## src/rtl/srg_pkg.sv

```systemverilog
// Shared types and constants of the subtractive random generator.
// Used by the controller, the datapath and the top level; no dependencies.
`timescale 1ns / 1ps

package srg_pkg;

  // Lag table geometry.
  localparam int IDX_W       = 6;
  localparam int TABLE_DEPTH = 55;
  localparam int LAST_IDX    = TABLE_DEPTH - 1;
  localparam int LAG_SHORT   = 24;
  localparam int LAG_GAP     = 31;

  // Warm-up scatter: entry (SCATTER_STEP * j) mod SCATTER_MOD, j = 1..SCATTER_MOD.
  localparam int SCATTER_STEP = 21;
  localparam int SCATTER_MOD  = 54;

  // Number of full table advances after the scatter.
  localparam int ADV_PASSES = 3;

  // Fixed field widths.
  localparam int THR_W  = 33;
  localparam int SEED_W = 32;
  localparam int FRAC_W = 32;

  // Width of one multiplier chunk of the range span.
  localparam int MUL_W = 17;

  // Request commands.
  localparam logic CMD_DRAW   = 1'b0;
  localparam logic CMD_RESEED = 1'b1;

  // Commands from the controller to the datapath.
  typedef struct packed {
    logic             take_in;     // latch the request payload
    logic             reseed;      // clear the table, load warm-up values
    logic             scatter;     // write warm-up value, step the recurrence
    logic             wr_en;
    logic [IDX_W-1:0] wr_addr;
    logic [IDX_W-1:0] addr_a;      // entry being updated or drawn
    logic [IDX_W-1:0] addr_b;      // its lag partner
    logic             load_entry;
    logic             entry_diff;  // drawn entry is the freshly advanced value
    logic             mul_start;
    logic             mul_step;
    logic             out_load;
  } srg_cmd_t;

  // Status from the datapath to the controller.
  typedef struct packed {
    logic mul_last;
    logic out_free;
  } srg_stat_t;

  // Lag partner of entry j within one table advance.
  function automatic logic [IDX_W-1:0] lag_partner(input logic [IDX_W-1:0] j);
    logic [IDX_W-1:0] p;
    if (j < IDX_W'(LAG_SHORT)) begin
      p = j + IDX_W'(LAG_GAP);
    end else begin
      p = j - IDX_W'(LAG_SHORT);
    end
    return p;
  endfunction

endpackage

```

## src/rtl/srg_ctrl.sv

```systemverilog
// Sequencer of the subtractive random generator: reseed scatter, table
// advances, lazy per-draw advance and the draw sequence. Depends on srg_pkg.
`timescale 1ns / 1ps

module srg_ctrl (
  input  logic               clk_i,
  input  logic               rst_ni,
  input  logic               req_valid_i,
  input  logic               req_cmd_i,
  output logic               req_ready_o,
  input  srg_pkg::srg_stat_t stat_i,
  output srg_pkg::srg_cmd_t  cmd_o
);

  typedef enum logic [2:0] {
    ST_IDLE,
    ST_SCATTER,
    ST_ADV_RD,
    ST_ADV_WR,
    ST_DRAW_RD,
    ST_DRAW_EX,
    ST_MUL,
    ST_FIN
  } state_e;

  state_e                    state_q;
  logic [srg_pkg::IDX_W-1:0] idx_q;    // read index
  logic                      lazy_q;   // table advance is spread over the draws
  logic                      wrap_q;   // single advance of entry zero before a draw
  logic [srg_pkg::IDX_W-1:0] j_q;      // scatter step or advance position
  logic [srg_pkg::IDX_W-1:0] ii_q;     // scatter target entry
  logic [1:0]                pass_q;

  logic                      accept;
  logic [srg_pkg::IDX_W-1:0] idx_inc;
  logic [srg_pkg::IDX_W:0]   ii_sum;
  logic [srg_pkg::IDX_W-1:0] ii_next;

  assign req_ready_o = (state_q == ST_IDLE);
  assign accept      = req_valid_i && req_ready_o;
  assign idx_inc     = idx_q + srg_pkg::IDX_W'(1);

  // Next scatter target, kept below the modulus by one compare and subtract.
  assign ii_sum  = {1'b0, ii_q} + (srg_pkg::IDX_W + 1)'(srg_pkg::SCATTER_STEP);
  assign ii_next = (ii_sum >= (srg_pkg::IDX_W + 1)'(srg_pkg::SCATTER_MOD))
                 ? srg_pkg::IDX_W'(ii_sum - (srg_pkg::IDX_W + 1)'(srg_pkg::SCATTER_MOD))
                 : srg_pkg::IDX_W'(ii_sum);

  // Commands decoded from the current state.
  always_comb begin
    cmd_o            = '0;
    cmd_o.addr_a     = j_q;
    cmd_o.addr_b     = srg_pkg::lag_partner(j_q);
    cmd_o.wr_addr    = j_q;
    cmd_o.entry_diff = lazy_q;
    case (state_q)
      ST_IDLE: begin
        cmd_o.take_in = accept;
        cmd_o.reseed  = accept && (req_cmd_i == srg_pkg::CMD_RESEED);
      end
      ST_SCATTER: begin
        cmd_o.scatter = 1'b1;
        cmd_o.wr_en   = 1'b1;
        cmd_o.wr_addr = ii_q;
      end
      ST_ADV_RD: begin
      end
      ST_ADV_WR: begin
        cmd_o.wr_en = 1'b1;
      end
      ST_DRAW_RD: begin
        cmd_o.addr_a = idx_q;
        cmd_o.addr_b = srg_pkg::lag_partner(idx_q);
      end
      ST_DRAW_EX: begin
        cmd_o.wr_en      = lazy_q;
        cmd_o.wr_addr    = idx_q;
        cmd_o.load_entry = 1'b1;
        cmd_o.mul_start  = 1'b1;
      end
      ST_MUL: begin
        cmd_o.mul_step = 1'b1;
      end
      ST_FIN: begin
        cmd_o.out_load = stat_i.out_free;
      end
      default: begin
      end
    endcase
  end

  // State and sequencing registers.
  always_ff @(posedge clk_i or negedge rst_ni) begin
    if (!rst_ni) begin
      state_q <= ST_IDLE;
      idx_q   <= '0;
      lazy_q  <= 1'b0;
      wrap_q  <= 1'b0;
      j_q     <= '0;
      ii_q    <= '0;
      pass_q  <= '0;
    end else begin
      case (state_q)
        ST_IDLE: begin
          if (accept) begin
            if (req_cmd_i == srg_pkg::CMD_RESEED) begin
              idx_q   <= '0;
              lazy_q  <= 1'b0;
              wrap_q  <= 1'b0;
              j_q     <= srg_pkg::IDX_W'(1);
              ii_q    <= srg_pkg::IDX_W'(srg_pkg::SCATTER_STEP);
              state_q <= ST_SCATTER;
            end else if (idx_inc >= srg_pkg::IDX_W'(srg_pkg::TABLE_DEPTH)) begin
              // Wrap: start a new lazy advance with entry zero.
              idx_q   <= srg_pkg::IDX_W'(1);
              lazy_q  <= 1'b1;
              wrap_q  <= 1'b1;
              j_q     <= '0;
              state_q <= ST_ADV_RD;
            end else begin
              idx_q   <= idx_inc;
              state_q <= ST_DRAW_RD;
            end
          end
        end
        ST_SCATTER: begin
          ii_q <= ii_next;
          if (j_q == srg_pkg::IDX_W'(srg_pkg::SCATTER_MOD)) begin
            j_q     <= '0;
            pass_q  <= '0;
            state_q <= ST_ADV_RD;
          end else begin
            j_q <= j_q + srg_pkg::IDX_W'(1);
          end
        end
        ST_ADV_RD: begin
          state_q <= ST_ADV_WR;
        end
        ST_ADV_WR: begin
          if (wrap_q) begin
            wrap_q  <= 1'b0;
            state_q <= ST_DRAW_RD;
          end else if (j_q == srg_pkg::IDX_W'(srg_pkg::LAST_IDX)) begin
            j_q <= '0;
            if (pass_q == 2'(srg_pkg::ADV_PASSES - 1)) begin
              state_q <= ST_IDLE;
            end else begin
              pass_q  <= pass_q + 2'd1;
              state_q <= ST_ADV_RD;
            end
          end else begin
            j_q     <= j_q + srg_pkg::IDX_W'(1);
            state_q <= ST_ADV_RD;
          end
        end
        ST_DRAW_RD: begin
          state_q <= ST_DRAW_EX;
        end
        ST_DRAW_EX: begin
          state_q <= ST_MUL;
        end
        ST_MUL: begin
          if (stat_i.mul_last) begin
            state_q <= ST_FIN;
          end
        end
        ST_FIN: begin
          if (stat_i.out_free) begin
            state_q <= ST_IDLE;
          end
        end
        default: begin
          state_q <= ST_IDLE;
        end
      endcase
    end
  end

endmodule

```

## config.mk

```make
export PLATFORM = sky130hd
export DESIGN_NAME = srg_ctrl
export DESIGN_NICKNAME = d
export VERILOG_FILES = /design/src/rtl/srg_pkg.sv /design/src/rtl/srg_ctrl.sv
export SDC_FILE = /design/constraint.sdc
export NUM_CORES = 1
export LEC_CHECK = 0
export ABC_AREA = 0
export BUFFER_PORTS_ARGS = -buffer_cell sky130_fd_sc_hd__buf_4
export CAP_MARGIN = 20
export CELL_PAD_IN_SITES_DETAIL_PLACEMENT = 0
export CELL_PAD_IN_SITES_GLOBAL_PLACEMENT = 1
export CORE_ASPECT_RATIO = 1.5
export CORE_MARGIN = 1.5
export CORE_UTILIZATION = 43
export CTS_CLUSTER_DIAMETER = 40
export CTS_CLUSTER_SIZE = 14
export DETAILED_ROUTE_END_ITERATION = 10
export GPL_ROUTABILITY_DRIVEN = 1
export PLACE_DENSITY = 0.85
export SLEW_MARGIN = 25
export SYNTH_ARGS = -nofsm -noshare
export SYNTH_HDL_FRONTEND = slang
export SYNTH_SLANG_ARGS = --single-unit
```

## constraint.sdc

```tcl
create_clock -name clk_i -period 3.21 [get_ports clk_i]
set_clock_uncertainty 0.1 [all_clocks]
set_input_delay 0.4815 -clock clk_i [delete_from_list [all_inputs] [get_ports clk_i]]
set_output_delay 0.4815 -clock clk_i [all_outputs]
set_load 0.01 [all_outputs]
```

==> metrics.md <==
| Metric | Value |
|---|---|
| Worst setup SP type | `flop` |
| Slew margin rel. | `between 50% and 60%` |
| Synth Warn # | `0` |
| Die area | `6120 um2` |
| Setup Fix Bufs, Post-CTS | `0` |
| Top cells by area, synth | `dfrtp_1 26%, ha_1 7.2%, o21ai_0 7.2%` |
| Crit path max-delay family | `buffers and inverters` |
| Max-Cap Viols | `0` |
| Routability cong. | `between 0.8 and 0.9` |
| # nets final | `~350` |
| Average size of a mapped cell | `approximately 7.6 um2` |
| Fill count | `571` |
| Crit path top cell by count | `inv_1` |
| I/O pins | `34` |
| Post-synthesis async set-or-reset flop share | `100%` |
| Count of cell types in the netlist | `57` |
| Placed cell areas | `around 2600 um2` |
| Htree depth | `1` |
| Layout Cells excl Fill | `around 400` |
| Chip height | `approximately 95 um` |
| Vias | `2301` |
| CTS Root Cell | `clkbuf_8` |
| Yosys top cell area share | `between 20% and 30%` |
| FF/Latch Area | `626 um2` |
| Most numerous cell in the Yosys netlist | `nand2_1` |
| 1st-iter DRT viols | `125` |
| Hold slack | `roughly 400 ps` |
| ANT nets after route | `0` |
| Int Pwr | `approximately 1300 uW` |
| Pin count of the biggest net entering global routing | `26` |
| Crit end category | `primary output` |
| Remaining global-route overflow | `0` |
| WS Path Type | `flop to primary output` |
| Slowest stage cell on the critical path | `dfrtp_1` |
| CTS Buffer Depth | `2` |
| Core Box Area | `5450 um2` |
| Run status | `finished, final reports clean` |
| Sw frac | `about half` |
| Final setup TNS | `0 ps` |
| Num CTS Buffers | `3` |
| Cell area after synthesis | `2430 um2` |
| Pre-CTS WS | `688 ps` |
| Initial antenna violation count | `0` |
| Crit path DAT | `between 2000 and 2500 ps` |
| Cells after DPL | `397` |
| Final WL | `a little over 6000 um` |
| Gr usage total | `roughly a fifth` |
| Cell taking the most area after synthesis | `dfrtp_1` |
| Crit path cell chain | `inv_1 -> nand2_2 -> inv_1 -> nand2_1 -> inv_1 -> buf_4` |
| First-pass GRT wire length | `a little over 10000 um` |
| Fin crit share | `88.2%` |
| Post-DP HPWL | `between 4000 and 5000 um` |
| Hold Crit Class | `input port to flop` |
| WL per Instance | `around 15 um` |
| Min cycle time layout | `between 2000 and 3000 ps` |
| Worst slew pin tran | `around 630 ps` |
| NetSw | `1280 uW` |
| Syn nets | `340` |
| PwrDens | `941 nW/um2` |
| Share of total power in the clock network | `8.1%` |
| Maximum vdd drop | `approximately 0.50 mV` |
| Sequential Power Share | `~28%` |
| Cells after Synth | `320` |
| Worst path required time | `about 2600 ps` |
| Die Span X | `about 64 um` |
| I/O Buffers | `33` |
| Post-synthesis sequential area ratio | `between 20 and 30%` |
| Fmax | `approximately 350 MHz` |
| Vias in the first global route | `2179` |
| Top post-synthesis cells by count | `36 x nand2_1, 35 x o21ai_0, 25 x dfrtp_1, 22 x nor2_1, 20 x inv_1` |
| CTS tree | `yes` |
| Antenna Cells | `0` |
| WP buf/inv | `4` |
| CTS sink cnt | `25` |
| Logic pwr share | `63.8%` |
| Area grow syn2layout | `11.4%` |
| Largest fanout on the critical path | `16` |
| Number of synthesized register bits | `25` |
| Final setup viols | `0` |
| RSZ-0062 raised after global routing | `no` |
| Worst-Skew Late Latency | `290 ps` |
| Crit path largest cell delay | `between 700 and 800 ps` |
| Hold Fails Final Rpt | `0` |
| Router iterations before antenna repair | `4` |
| Final instance area | `2710 um2` |
| Vias per cell | `roughly 5.7` |
| Number of flops mapped to enable cells by yosys | `0` |
| DRC Markers | `0` |
| Reg clk slew, reported paths | `roughly 100 ps` |
| FP Rows | `33` |
| Slew Viols, Final | `0` |
| P_leak | `~0.0012 uW` |
| Multi-input logic area | `1610 um2` |
| Ys flop type | `dfrtp_1` |
| Final WS setup | `about 380 ps` |
| Starting Density | `44.6%` |
| Share of cells above drive strength 1 | `13.9%` |
-- cell families (layout without fill, tap and decap cells) --
logic type / after synthesis / count (layout) / synth area share [%]
DFF: 25 / 25 / 25.7
xor gates and xnor gates: 15 / 15 / 5.40
adders and majority gates: 14 / 14 / 7.21
muxes: 8 / 8 / 3.40
buffers and inverters: 46 / 58 / 7.98
and+or+nand+nor: 108 / 108 / 21.5
AOI/OAI and AO/OA: 104 / 104 / 28.8
-- layout make-up --
class / count / share of cell area [%]
tap: 70 / 3.23
sequential: 25 / 23.1
inverter: 20 / 2.77
clock buffer: 3 / 1.52
timing repair buffer: 34 / 9.52
clock inverter: 1 / 0.323
multi-input combinational: 249 / 59.5
-- per-layer routing --
layer | global-route usage (%) | routed length (um) | vias to the layer above
met2 | 37.9 | 3070 | 53
met4 | 9.75 | 104 | 0
met1 | 25.4 | 2720 | 1085
li1 | - | - | 1155
met3 | 1.89 | 238 | 8
met5 | 0 | 0 | -
-- power groups by stage --
stage          combinational (uW)  clock [uW]  sequential [uW]
6_report                     1630         207              714
5_1_grt                      1820         228              745
4_1_cts                      1630         216              706
3_5_place_dp                 1630           0              714
3_3_place_gp                 1620           0              711
2_1_floorplan                1370           0              496
-- state kept, by name (all words and copies together) (netlist names) --
signal,count
lazy_q,1
j_q,6
ii_q,6
idx_q,6
wrap_q,1
state_q,3
pass_q,2
-- placed cells by master (no fill, tap or decap), types with 3 or more instances in the layout --
cell type / instances
inv_1: 20
nor2_1: 22
o32ai_1: 3
clkbuf_8: 3
o21ai_1: 4
dfrtp_1: 25
a21o_1: 3
xor2_1: 4
nand3_1: 9
a31oi_1: 6
ha_1: 14
xnor2_1: 11
or3_1: 4
o21ai_0: 35
buf_4: 33
nand3b_1: 3
nor2b_1: 6
a211oi_1: 4
nand2b_1: 9
a21oi_1: 17
o31ai_1: 5
mux2i_1: 6
nor3_1: 6
nand2_1: 36
-- worst reg2reg max path, cell delays in order (launching register included) --
cell      delay, ps
dfrtp_1         480
ha_1            310
xnor2_1         260
ha_1            290
a211o_1         120
o211ai_1         70
a221o_1         350
xnor2_1         190
a21oi_1          90
o22a_1          180
-- timing repair --
action,CTS,global route
hold buffers,1,0
endpoints found under the setup margin,0,0
hold endpoints to repair,16,0
gates resized for setup,0,0
-- final timing paths --
check / slack (ps) / from / cells after the start / endpoint
min in group asynchronous: 530 / rst_ni / 2 / j_q[4]$_DFFE_PN0P_
worst min register to register: 420 / pass_q[0]$_DFFE_PN0P_ / 2 / pass_q[0]$_DFFE_PN0P_
max in group asynchronous: 2210 / rst_ni / 2 / ii_q[4]$_DFFE_PN0P_
worst max register to register: 640 / ii_q[0]$_DFFE_PN0P_ / 9 / ii_q[4]$_DFFE_PN0P_
worst max-delay path: 380 / state_q[2]$_DFFE_PN0P_ / 6 / cmd_o[26]
worst min-delay path: 400 / req_cmd_i / 2 / idx_q[0]$_DFFE_PN0P_
-- metrics by stage --
stage          util (%)  total power [uW]
4_1_cts            49.7              2560
3_5_place_dp       48.6              2340
5_1_grt            49.7              2790
6_report           49.7              2550
2_1_floorplan         -              1860
3_3_place_gp       48.6              2330
Power figures use the tool's default switching activity.
