==> config.mk <==
export PLATFORM = sky130hd
export DESIGN_NAME = srg_datapath
export DESIGN_NICKNAME = d
export VERILOG_FILES = /design/src/rtl/srg_pkg.sv /design/src/rtl/srg_datapath.sv
export SDC_FILE = /design/constraint.sdc
export NUM_CORES = 2
export LEC_CHECK = 0
export BUFFER_PORTS_ARGS = -buffer_cell sky130_fd_sc_hd__clkbuf_2
export CAP_MARGIN = 0
export CELL_PAD_IN_SITES_DETAIL_PLACEMENT = 0
export CELL_PAD_IN_SITES_GLOBAL_PLACEMENT = 1
export CORE_MARGIN = 3
export CORE_UTILIZATION = 40
export CTS_CLUSTER_DIAMETER = 40
export CTS_CLUSTER_SIZE = 12
export DETAILED_ROUTE_END_ITERATION = 7
export PLACE_DENSITY_LB_ADDON = 0.1
export SLEW_MARGIN = 20
export SYNTH_ARGS = -nofsm -noshare
export SYNTH_HDL_FRONTEND = slang
export SYNTH_SLANG_ARGS = --single-unit
==> constraint.sdc <==
create_clock -name clk_i -period 6.6 [get_ports clk_i]
set_input_delay 1.65 -clock clk_i [delete_from_list [all_inputs] [get_ports clk_i]]
set_output_delay 1.65 -clock clk_i [all_outputs]
set_load 0.1 [all_outputs]
==> src/rtl/srg_pkg.sv <==
// Shared types and constants of the subtractive random generator.
// Used by the controller, the datapath and the top level; no dependencies.
`timescale 1ns / 1ps

package srg_pkg;

  // Lag table geometry.
  localparam int IDX_W       = 6;
  localparam int TABLE_DEPTH = 55;
  localparam int LAST_IDX    = TABLE_DEPTH - 1;
  localparam int LAG_SHORT   = 24;
  localparam int LAG_GAP     = 31;

  // Warm-up scatter: entry (SCATTER_STEP * j) mod SCATTER_MOD, j = 1..SCATTER_MOD.
  localparam int SCATTER_STEP = 21;
  localparam int SCATTER_MOD  = 54;

  // Number of full table advances after the scatter.
  localparam int ADV_PASSES = 3;

  // Fixed field widths.
  localparam int THR_W  = 33;
  localparam int SEED_W = 32;
  localparam int FRAC_W = 32;

  // Width of one multiplier chunk of the range span.
  localparam int MUL_W = 17;

  // Request commands.
  localparam logic CMD_DRAW   = 1'b0;
  localparam logic CMD_RESEED = 1'b1;

  // Commands from the controller to the datapath.
  typedef struct packed {
    logic             take_in;     // latch the request payload
    logic             reseed;      // clear the table, load warm-up values
    logic             scatter;     // write warm-up value, step the recurrence
    logic             wr_en;
    logic [IDX_W-1:0] wr_addr;
    logic [IDX_W-1:0] addr_a;      // entry being updated or drawn
    logic [IDX_W-1:0] addr_b;      // its lag partner
    logic             load_entry;
    logic             entry_diff;  // drawn entry is the freshly advanced value
    logic             mul_start;
    logic             mul_step;
    logic             out_load;
  } srg_cmd_t;

  // Status from the datapath to the controller.
  typedef struct packed {
    logic mul_last;
    logic out_free;
  } srg_stat_t;

  // Lag partner of entry j within one table advance.
  function automatic logic [IDX_W-1:0] lag_partner(input logic [IDX_W-1:0] j);
    logic [IDX_W-1:0] p;
    if (j < IDX_W'(LAG_SHORT)) begin
      p = j + IDX_W'(LAG_GAP);
    end else begin
      p = j - IDX_W'(LAG_SHORT);
    end
    return p;
  endfunction

endpackage

==> src/rtl/srg_datapath.sv <==
// Datapath of the subtractive random generator: lag table memory, warm-up
// recurrence, chunked range multiplier and output register. Depends on srg_pkg.
`timescale 1ns / 1ps

module srg_datapath #(
  parameter int FRACTION_BITS = 32,
  parameter int PICK_BITS     = 16
) (
  input  logic                        clk_i,
  input  logic                        rst_ni,
  input  srg_pkg::srg_cmd_t           cmd_i,
  output srg_pkg::srg_stat_t          stat_o,
  input  logic [srg_pkg::THR_W-1:0]   threshold_i,
  input  logic [PICK_BITS-1:0]        range_low_i,
  input  logic [PICK_BITS-1:0]        range_high_i,
  input  logic                        seed_we_i,
  input  logic [srg_pkg::SEED_W-1:0]  seed_i,
  input  logic                        rsp_ready_i,
  output logic                        rsp_valid_o,
  output logic [srg_pkg::FRAC_W-1:0]  fraction_o,
  output logic                        coin_o,
  output logic [PICK_BITS-1:0]        pick_o
);

  localparam int FB     = FRACTION_BITS;
  localparam int SPAN_W = PICK_BITS + 1;
  localparam int NCH    = (SPAN_W + srg_pkg::MUL_W - 1) / srg_pkg::MUL_W;
  localparam int PAD_W  = NCH * srg_pkg::MUL_W;
  localparam int PP_W   = FB + srg_pkg::MUL_W;
  localparam int ACC_W  = FB + PAD_W;
  localparam int CNT_W  = $clog2(NCH + 1);
  // Warm-up constant: 1e-9 rounded to the nearest step of the fraction.
  localparam logic [63:0] WARM_FULL =
    ((64'd1 << FB) + 64'd500000000) / 64'd1000000000;

  // Lag table and per-entry valid bits.
  logic [FB-1:0]                       mem_q [srg_pkg::TABLE_DEPTH];
  logic [srg_pkg::TABLE_DEPTH-1:0]     vld_q;
  logic [FB-1:0]                       rd_a_q, rd_b_q;
  logic                                vld_a_q, vld_b_q;
  logic [FB-1:0]                       val_a, val_b, diff, wr_data;

  // Configuration and warm-up recurrence.
  logic [srg_pkg::SEED_W-1:0]          seed_q;
  logic [FB-1:0]                       seed_scaled;
  logic [FB-1:0]                       cur_q, prev_q;

  // Latched request payload.
  logic [srg_pkg::THR_W-1:0]           thr_q;
  logic [PICK_BITS-1:0]                lo_q, hi_q;

  // Drawn entry and range multiplier.
  logic [FB-1:0]                       entry_q;
  logic [PAD_W-1:0]                    span_sr_q;
  logic [PAD_W-1:0]                    span_pad;
  logic [SPAN_W-1:0]                   span;
  logic [PP_W-1:0]                     pp_q;
  logic [ACC_W-1:0]                    acc_q;
  logic [CNT_W-1:0]                    cnt_q;

  // Result formatting and output register.
  logic [srg_pkg::FRAC_W-1:0]          frac_c;
  logic                                coin_c;
  logic [PICK_BITS-1:0]                pick_c;
  logic                                out_valid_q;

  // Entries never written since reset or reseed read as zero.
  assign val_a   = vld_a_q ? rd_a_q : '0;
  assign val_b   = vld_b_q ? rd_b_q : '0;
  assign diff    = val_a - val_b;
  assign wr_data = cmd_i.scatter ? cur_q : diff;

  // Table memory with registered read data.
  always_ff @(posedge clk_i) begin
    if (cmd_i.wr_en) begin
      mem_q[cmd_i.wr_addr] <= wr_data;
    end
    rd_a_q  <= mem_q[cmd_i.addr_a];
    rd_b_q  <= mem_q[cmd_i.addr_b];
    vld_a_q <= vld_q[cmd_i.addr_a];
    vld_b_q <= vld_q[cmd_i.addr_b];
  end

  // Valid bits, seed register and output valid.
  always_ff @(posedge clk_i or negedge rst_ni) begin
    if (!rst_ni) begin
      vld_q       <= '0;
      seed_q      <= '0;
      out_valid_q <= 1'b0;
    end else begin
      if (cmd_i.reseed) begin
        vld_q <= '0;
      end else if (cmd_i.wr_en) begin
        vld_q[cmd_i.wr_addr] <= 1'b1;
      end
      if (seed_we_i) begin
        seed_q <= seed_i;
      end
      if (cmd_i.out_load) begin
        out_valid_q <= 1'b1;
      end else if (rsp_ready_i) begin
        out_valid_q <= 1'b0;
      end
    end
  end

  // Alignment between the fraction width and the 32-bit port fields.
  generate
    if (FB >= srg_pkg::FRAC_W) begin : g_wide
      localparam int SH = FB - srg_pkg::FRAC_W;
      assign seed_scaled = FB'(seed_q) << SH;
      assign frac_c      = entry_q[FB-1 -: srg_pkg::FRAC_W];
      assign coin_c      = (FB + 1)'(entry_q) <= ((FB + 1)'(thr_q) << SH);
    end else begin : g_narrow
      localparam int SH = srg_pkg::FRAC_W - FB;
      assign seed_scaled = seed_q[srg_pkg::SEED_W-1 -: FB];
      assign frac_c      = srg_pkg::FRAC_W'(entry_q) << SH;
      assign coin_c      = (srg_pkg::THR_W'(entry_q) << SH) <= thr_q;
    end
  endgenerate

  // Range span, zero padded to whole multiplier chunks.
  assign span     = SPAN_W'(hi_q) - SPAN_W'(lo_q) + SPAN_W'(1);
  assign span_pad = PAD_W'(span);

  // Scaled pick; an empty range returns its low end.
  assign pick_c = (lo_q >= hi_q) ? lo_q : (acc_q[FB +: PICK_BITS] + lo_q);

  assign stat_o.mul_last = (cnt_q == CNT_W'(NCH));
  assign stat_o.out_free = !out_valid_q || rsp_ready_i;

  // Payload registers: request latch, recurrence, multiplier, result.
  always_ff @(posedge clk_i) begin
    if (cmd_i.take_in) begin
      thr_q <= threshold_i;
      lo_q  <= range_low_i;
      hi_q  <= range_high_i;
    end
    if (cmd_i.reseed) begin
      cur_q  <= WARM_FULL[FB-1:0];
      prev_q <= seed_scaled;
    end else if (cmd_i.scatter) begin
      cur_q  <= prev_q - cur_q;
      prev_q <= cur_q;
    end
    if (cmd_i.load_entry) begin
      entry_q <= cmd_i.entry_diff ? diff : val_a;
    end
    // Top chunk first: shift the running sum up one chunk per step.
    if (cmd_i.mul_start) begin
      span_sr_q <= span_pad;
      pp_q      <= '0;
      acc_q     <= '0;
      cnt_q     <= '0;
    end else if (cmd_i.mul_step) begin
      pp_q      <= entry_q * span_sr_q[PAD_W-1 -: srg_pkg::MUL_W];
      span_sr_q <= span_sr_q << srg_pkg::MUL_W;
      acc_q     <= (acc_q << srg_pkg::MUL_W) + ACC_W'(pp_q);
      cnt_q     <= cnt_q + CNT_W'(1);
    end
    if (cmd_i.out_load) begin
      fraction_o <= frac_c;
      coin_o     <= coin_c;
      pick_o     <= pick_c;
    end
  end

  assign rsp_valid_o = out_valid_q;

endmodule

==> qor.csv <==
stage;metric;value;unit
placement;place_area;131000;um^2
synth;netlist_instances;7922;
synth;synth_seq_cells;2237;
synth;synthArstFlopShare;3.93;%
timing;fin_crit_sh;96.6;%
cts;root_buffer;clkbuf_16;
global_routing;grt_pass1_vias;78600;
status;outcome;finished clean;
timing;clock.fmax;157;MHz
cts;clkSlewWorstSetupHoldPaths;0.05;ns
timing;worst_pin_slew;1.17;ns
global_routing;grt_pass1_wl;599000;um
final_layout;layout.nets;9296;
min_path;hp-class;flip-flop to flip-flop;
timing;setup_viol;0;
power_and_ir_drop;pwr_density_cell;551;nW/um^2
die;rows;202;
cts;ctsHtreeMaxLevel;5;
cts;cts_hold_buf;0;
critical_path;crit_fanout;28;
critical_path;critical_path_arrival;7.09;ns
cts;cts_buffer_depth;4;
cts;cts_buffers;393;
drt;drt_pass1_iterations;5;
timing;rsz0062_at_grt;yes;
cts;clk_latency;0.96;ns
synth;yosys_most_used_dff;edfxtp_1;
critical_path;cp-end-kind;flip-flop;
placement;dpl_worst_slack;0.0725;ns
timing;fin_crit;6.38;ns
critical_path;path_class;flip-flop to flip-flop;
drt;vias;75800;
global_routing;grt_max_degree;84;
final_layout;syn_to_final_growth;18.2;%
critical_path;cp_data_required_time;7.32;ns
global_routing;grtUsageTotal;26.7;%
die;die_area;313000;um^2
flow_run;drv_cap;0;
global_routing;grt_antenna_before_repair;21;
drt;final_antenna_net_count;0;
power_and_ir_drop;p_leak;53.3;nW
power_and_ir_drop;ir_drop;1620;uV
power_and_ir_drop;swShare;41.9;%
synth;yosysSeqAreaShare;52.9;%
synth;syn_nets;8808;
drt;drt_iter0_markers;7729;
drt;wire_per_inst;32.8;um
final_layout;stdcell_area;145000;um^2
placement;gp_congestion;0.849;
timing;final_max_slew_viol_count;0;
drt;via_per_inst;5.90;
power_and_ir_drop;p_sw;33.5;mW
final_layout;stdcell_count;12800;
final_layout;num-fill-cells;26200;
final_layout;drive_gt1_share;29.3;%
power_and_ir_drop;p_clk_share;26.1;%
power_and_ir_drop;p_int;46.4;mW
synth;synth_edf_count;1955;
drt;routed_wl;421000;um
power_and_ir_drop;p_seq_share;21.9;%
timing;worst_slack;0.224;ns
placement;placedCellCount;12100;
placement;portBuffers;179;
cts;cts.sinks;2237;
timing;slew_headroom;21.7;%
synth;synthDistinctLibCells;80;
die;coreArea;304000;um^2
die;ioPinCount;180;
placement;dpl.hpwl;276000;um
die;die_w;560;um
timing;finalHoldViolCount;0;
timing;fin_skew;0.0999;ns
cts;cts_tree;yes;
die;start_util;40.3;%
drt;drc;0;
power_and_ir_drop;p_comb_share;52.0;%
synth;synth_warnings;0;
synth;netlist_area;123000;um^2
die;die_h;560;um
synth;avgSynthCellArea;15.5;um^2
critical_path;cp-start-kind;flip-flop;
global_routing;globalRouteOverflowTotal;0;
-- worst max-delay path, cell delays in order, from the launching register on --
cell,delay [ns]
edfxtp_1,0.40
buf_12,0.18
and2_1,0.20
fa_1,0.55
inv_1,0.05
fa_1,0.48
fa_1,0.53
inv_1,0.06
fa_1,0.49
fa_1,0.51
inv_1,0.05
fa_1,0.61
inv_1,0.08
ha_1,0.32
a21oi_1,0.10
o21ai_1,0.17
a21boi_0,0.10
o21ai_0,0.26
a31oi_1,0.10
buf_4,0.16
o21a_2,0.23
o31ai_2,0.28
xnor2_1,0.14
o21ai_0,0.08
-- cells in the mapped netlist, drive strengths merged (10+ instances only) --
| cell | count | area, um^2 |
|---|---|---|
| a211oi | 18 | 135 |
| a21boi | 10 | 75.1 |
| a21o | 90 | 676 |
| a21oi | 161 | 806 |
| a31o | 11 | 96.4 |
| a31oi | 17 | 106 |
| and2 | 260 | 1630 |
| and3 | 23 | 144 |
| buf | 153 | 734 |
| clkbuf | 317 | 1190 |
| dfrtp | 88 | 2200 |
| dfxtp | 194 | 3880 |
| edfxtp | 1955 | 58700 |
| fa | 453 | 9070 |
| ha | 305 | 3820 |
| inv | 694 | 2600 |
| mux2 | 88 | 991 |
| mux2i | 184 | 1840 |
| mux4 | 1102 | 24800 |
| nand2 | 644 | 2420 |
| nand2b | 19 | 119 |
| nand3 | 56 | 280 |
| nand4 | 27 | 169 |
| nor2 | 353 | 1330 |
| nor2b | 33 | 206 |
| nor3 | 54 | 275 |
| o211ai | 37 | 278 |
| o21a | 28 | 210 |
| o21ai | 251 | 1260 |
| o21bai | 17 | 139 |
| o31ai | 21 | 158 |
| or2 | 10 | 62.6 |
| or3 | 12 | 75.1 |
| xnor2 | 77 | 674 |
| xor2 | 47 | 412 |
-- metrics by stage --
step / hold slack (ns) / util (%) / TNS (ns) / total power, mW
4_1_cts: 0.468 / 47.6 / 0 / 79.7
3_5_place_dp: 0.456 / 43.1 / 0 / 58.5
5_1_grt: 0.490 / 47.7 / -0.243 / 84.7
2_1_floorplan: 0.426 / - / 0 / 42.0
6_report: 0.464 / 47.7 / 0 / 79.9
3_3_place_gp: 0.454 / 43.0 / 0 / 58.6
-- per-layer routing --
layer	track usage [%]	vias up	wire length [um]
met1	36.2	40900	171000
met3	3.54	687	26800
met4	8.04	6	13600
met2	44.9	2968	209000
li1	-	31300	-
met5	0	-	41
-- timing repair --
item                       4_1_cts  5_1_grt
gates cloned                     0        1
setup buffers                    1       15
gates resized for setup          0       24
setup endpoints to repair        3       18
pin swaps                        0        4
-- worst paths after layout --
| path | start | end | slack, ns | cells past startpoint |
|---|---|---|---|---|
| setup / recovery | span_sr_q[5]$_SDFFCE_PN0P_ | pp_q[47]$_SDFFE_PP0P_ | 0.22 | 23 |
| hold / removal | cur_q[15]$_SDFFE_PP0P_ | cur_q[15]$_SDFFE_PP0P_ | 0.46 | 2 |
| setup reg to reg | span_sr_q[5]$_SDFFCE_PN0P_ | pp_q[47]$_SDFFE_PP0P_ | 0.22 | 23 |
| hold reg to reg | cur_q[15]$_SDFFE_PP0P_ | cur_q[15]$_SDFFE_PP0P_ | 0.46 | 2 |
| max in group asynchronous | rst_ni | vld_q[39]$_DFFE_PN0P_ | 4.71 | 2 |
| min in group asynchronous | rst_ni | vld_q[49]$_DFFE_PN0P_ | 0.78 | 1 |
-- area by class of cell --
| cell class | count | area [um^2] | share of cell area, % |
|---|---|---|---|
| antenna | 7 | 17.5 | 0.0121 |
| inverter | 694 | 2610 | 1.80 |
| timing repair buffer | 563 | 4710 | 3.25 |
| clock buffer | 436 | 10100 | 6.98 |
| sequential | 2237 | 64800 | 44.7 |
| clock inverter | 304 | 3520 | 2.43 |
| tap | 4080 | 5100 | 3.52 |
| multi-input combinational | 4521 | 54100 | 37.3 |
-- cells by family after synthesis --
group | share of synthesized area [%]
AO/OA/AOI/OAI | 3.79
XOR/XNOR | 0.886
adder cells (fa/ha/maj) | 10.5
buffers and inverters | 3.70
flip-flops | 52.9
multiplexers | 22.6
AND/OR/NAND/NOR | 5.70
-- cells in the final DEF (no fill, tap or decap), drive strengths merged, types with 184 or more instances in the layout --
cell type and n:
edfxtp 1955, mux4 1102, nor2 353, mux2i 184, ha 305, nand2 644, and2 260, clkbuf 598
buf 401, dfxtp 194, inv 757, o21ai 251, fa 453
-- registers in the layout, indices dropped and copies added, names as in the netlist, 33 cells and up --
name   cells
vld_q     55
acc_q     47
mem_q   1760
pp_q      48
thr_q     33
-- power by group through the flow --
stage / registers (mW) / logic, mW / clock network [mW]
global route: 17.6 / 45.4 / 21.8
CTS: 17.6 / 41.0 / 21.1
finish: 17.5 / 41.6 / 20.8
detailed placement: 17.8 / 40.7 / 0
global placement: 17.8 / 40.8 / 0
floorplan: 18.0 / 24.0 / 0
Note: power is estimated with default switching activity, not from simulation.
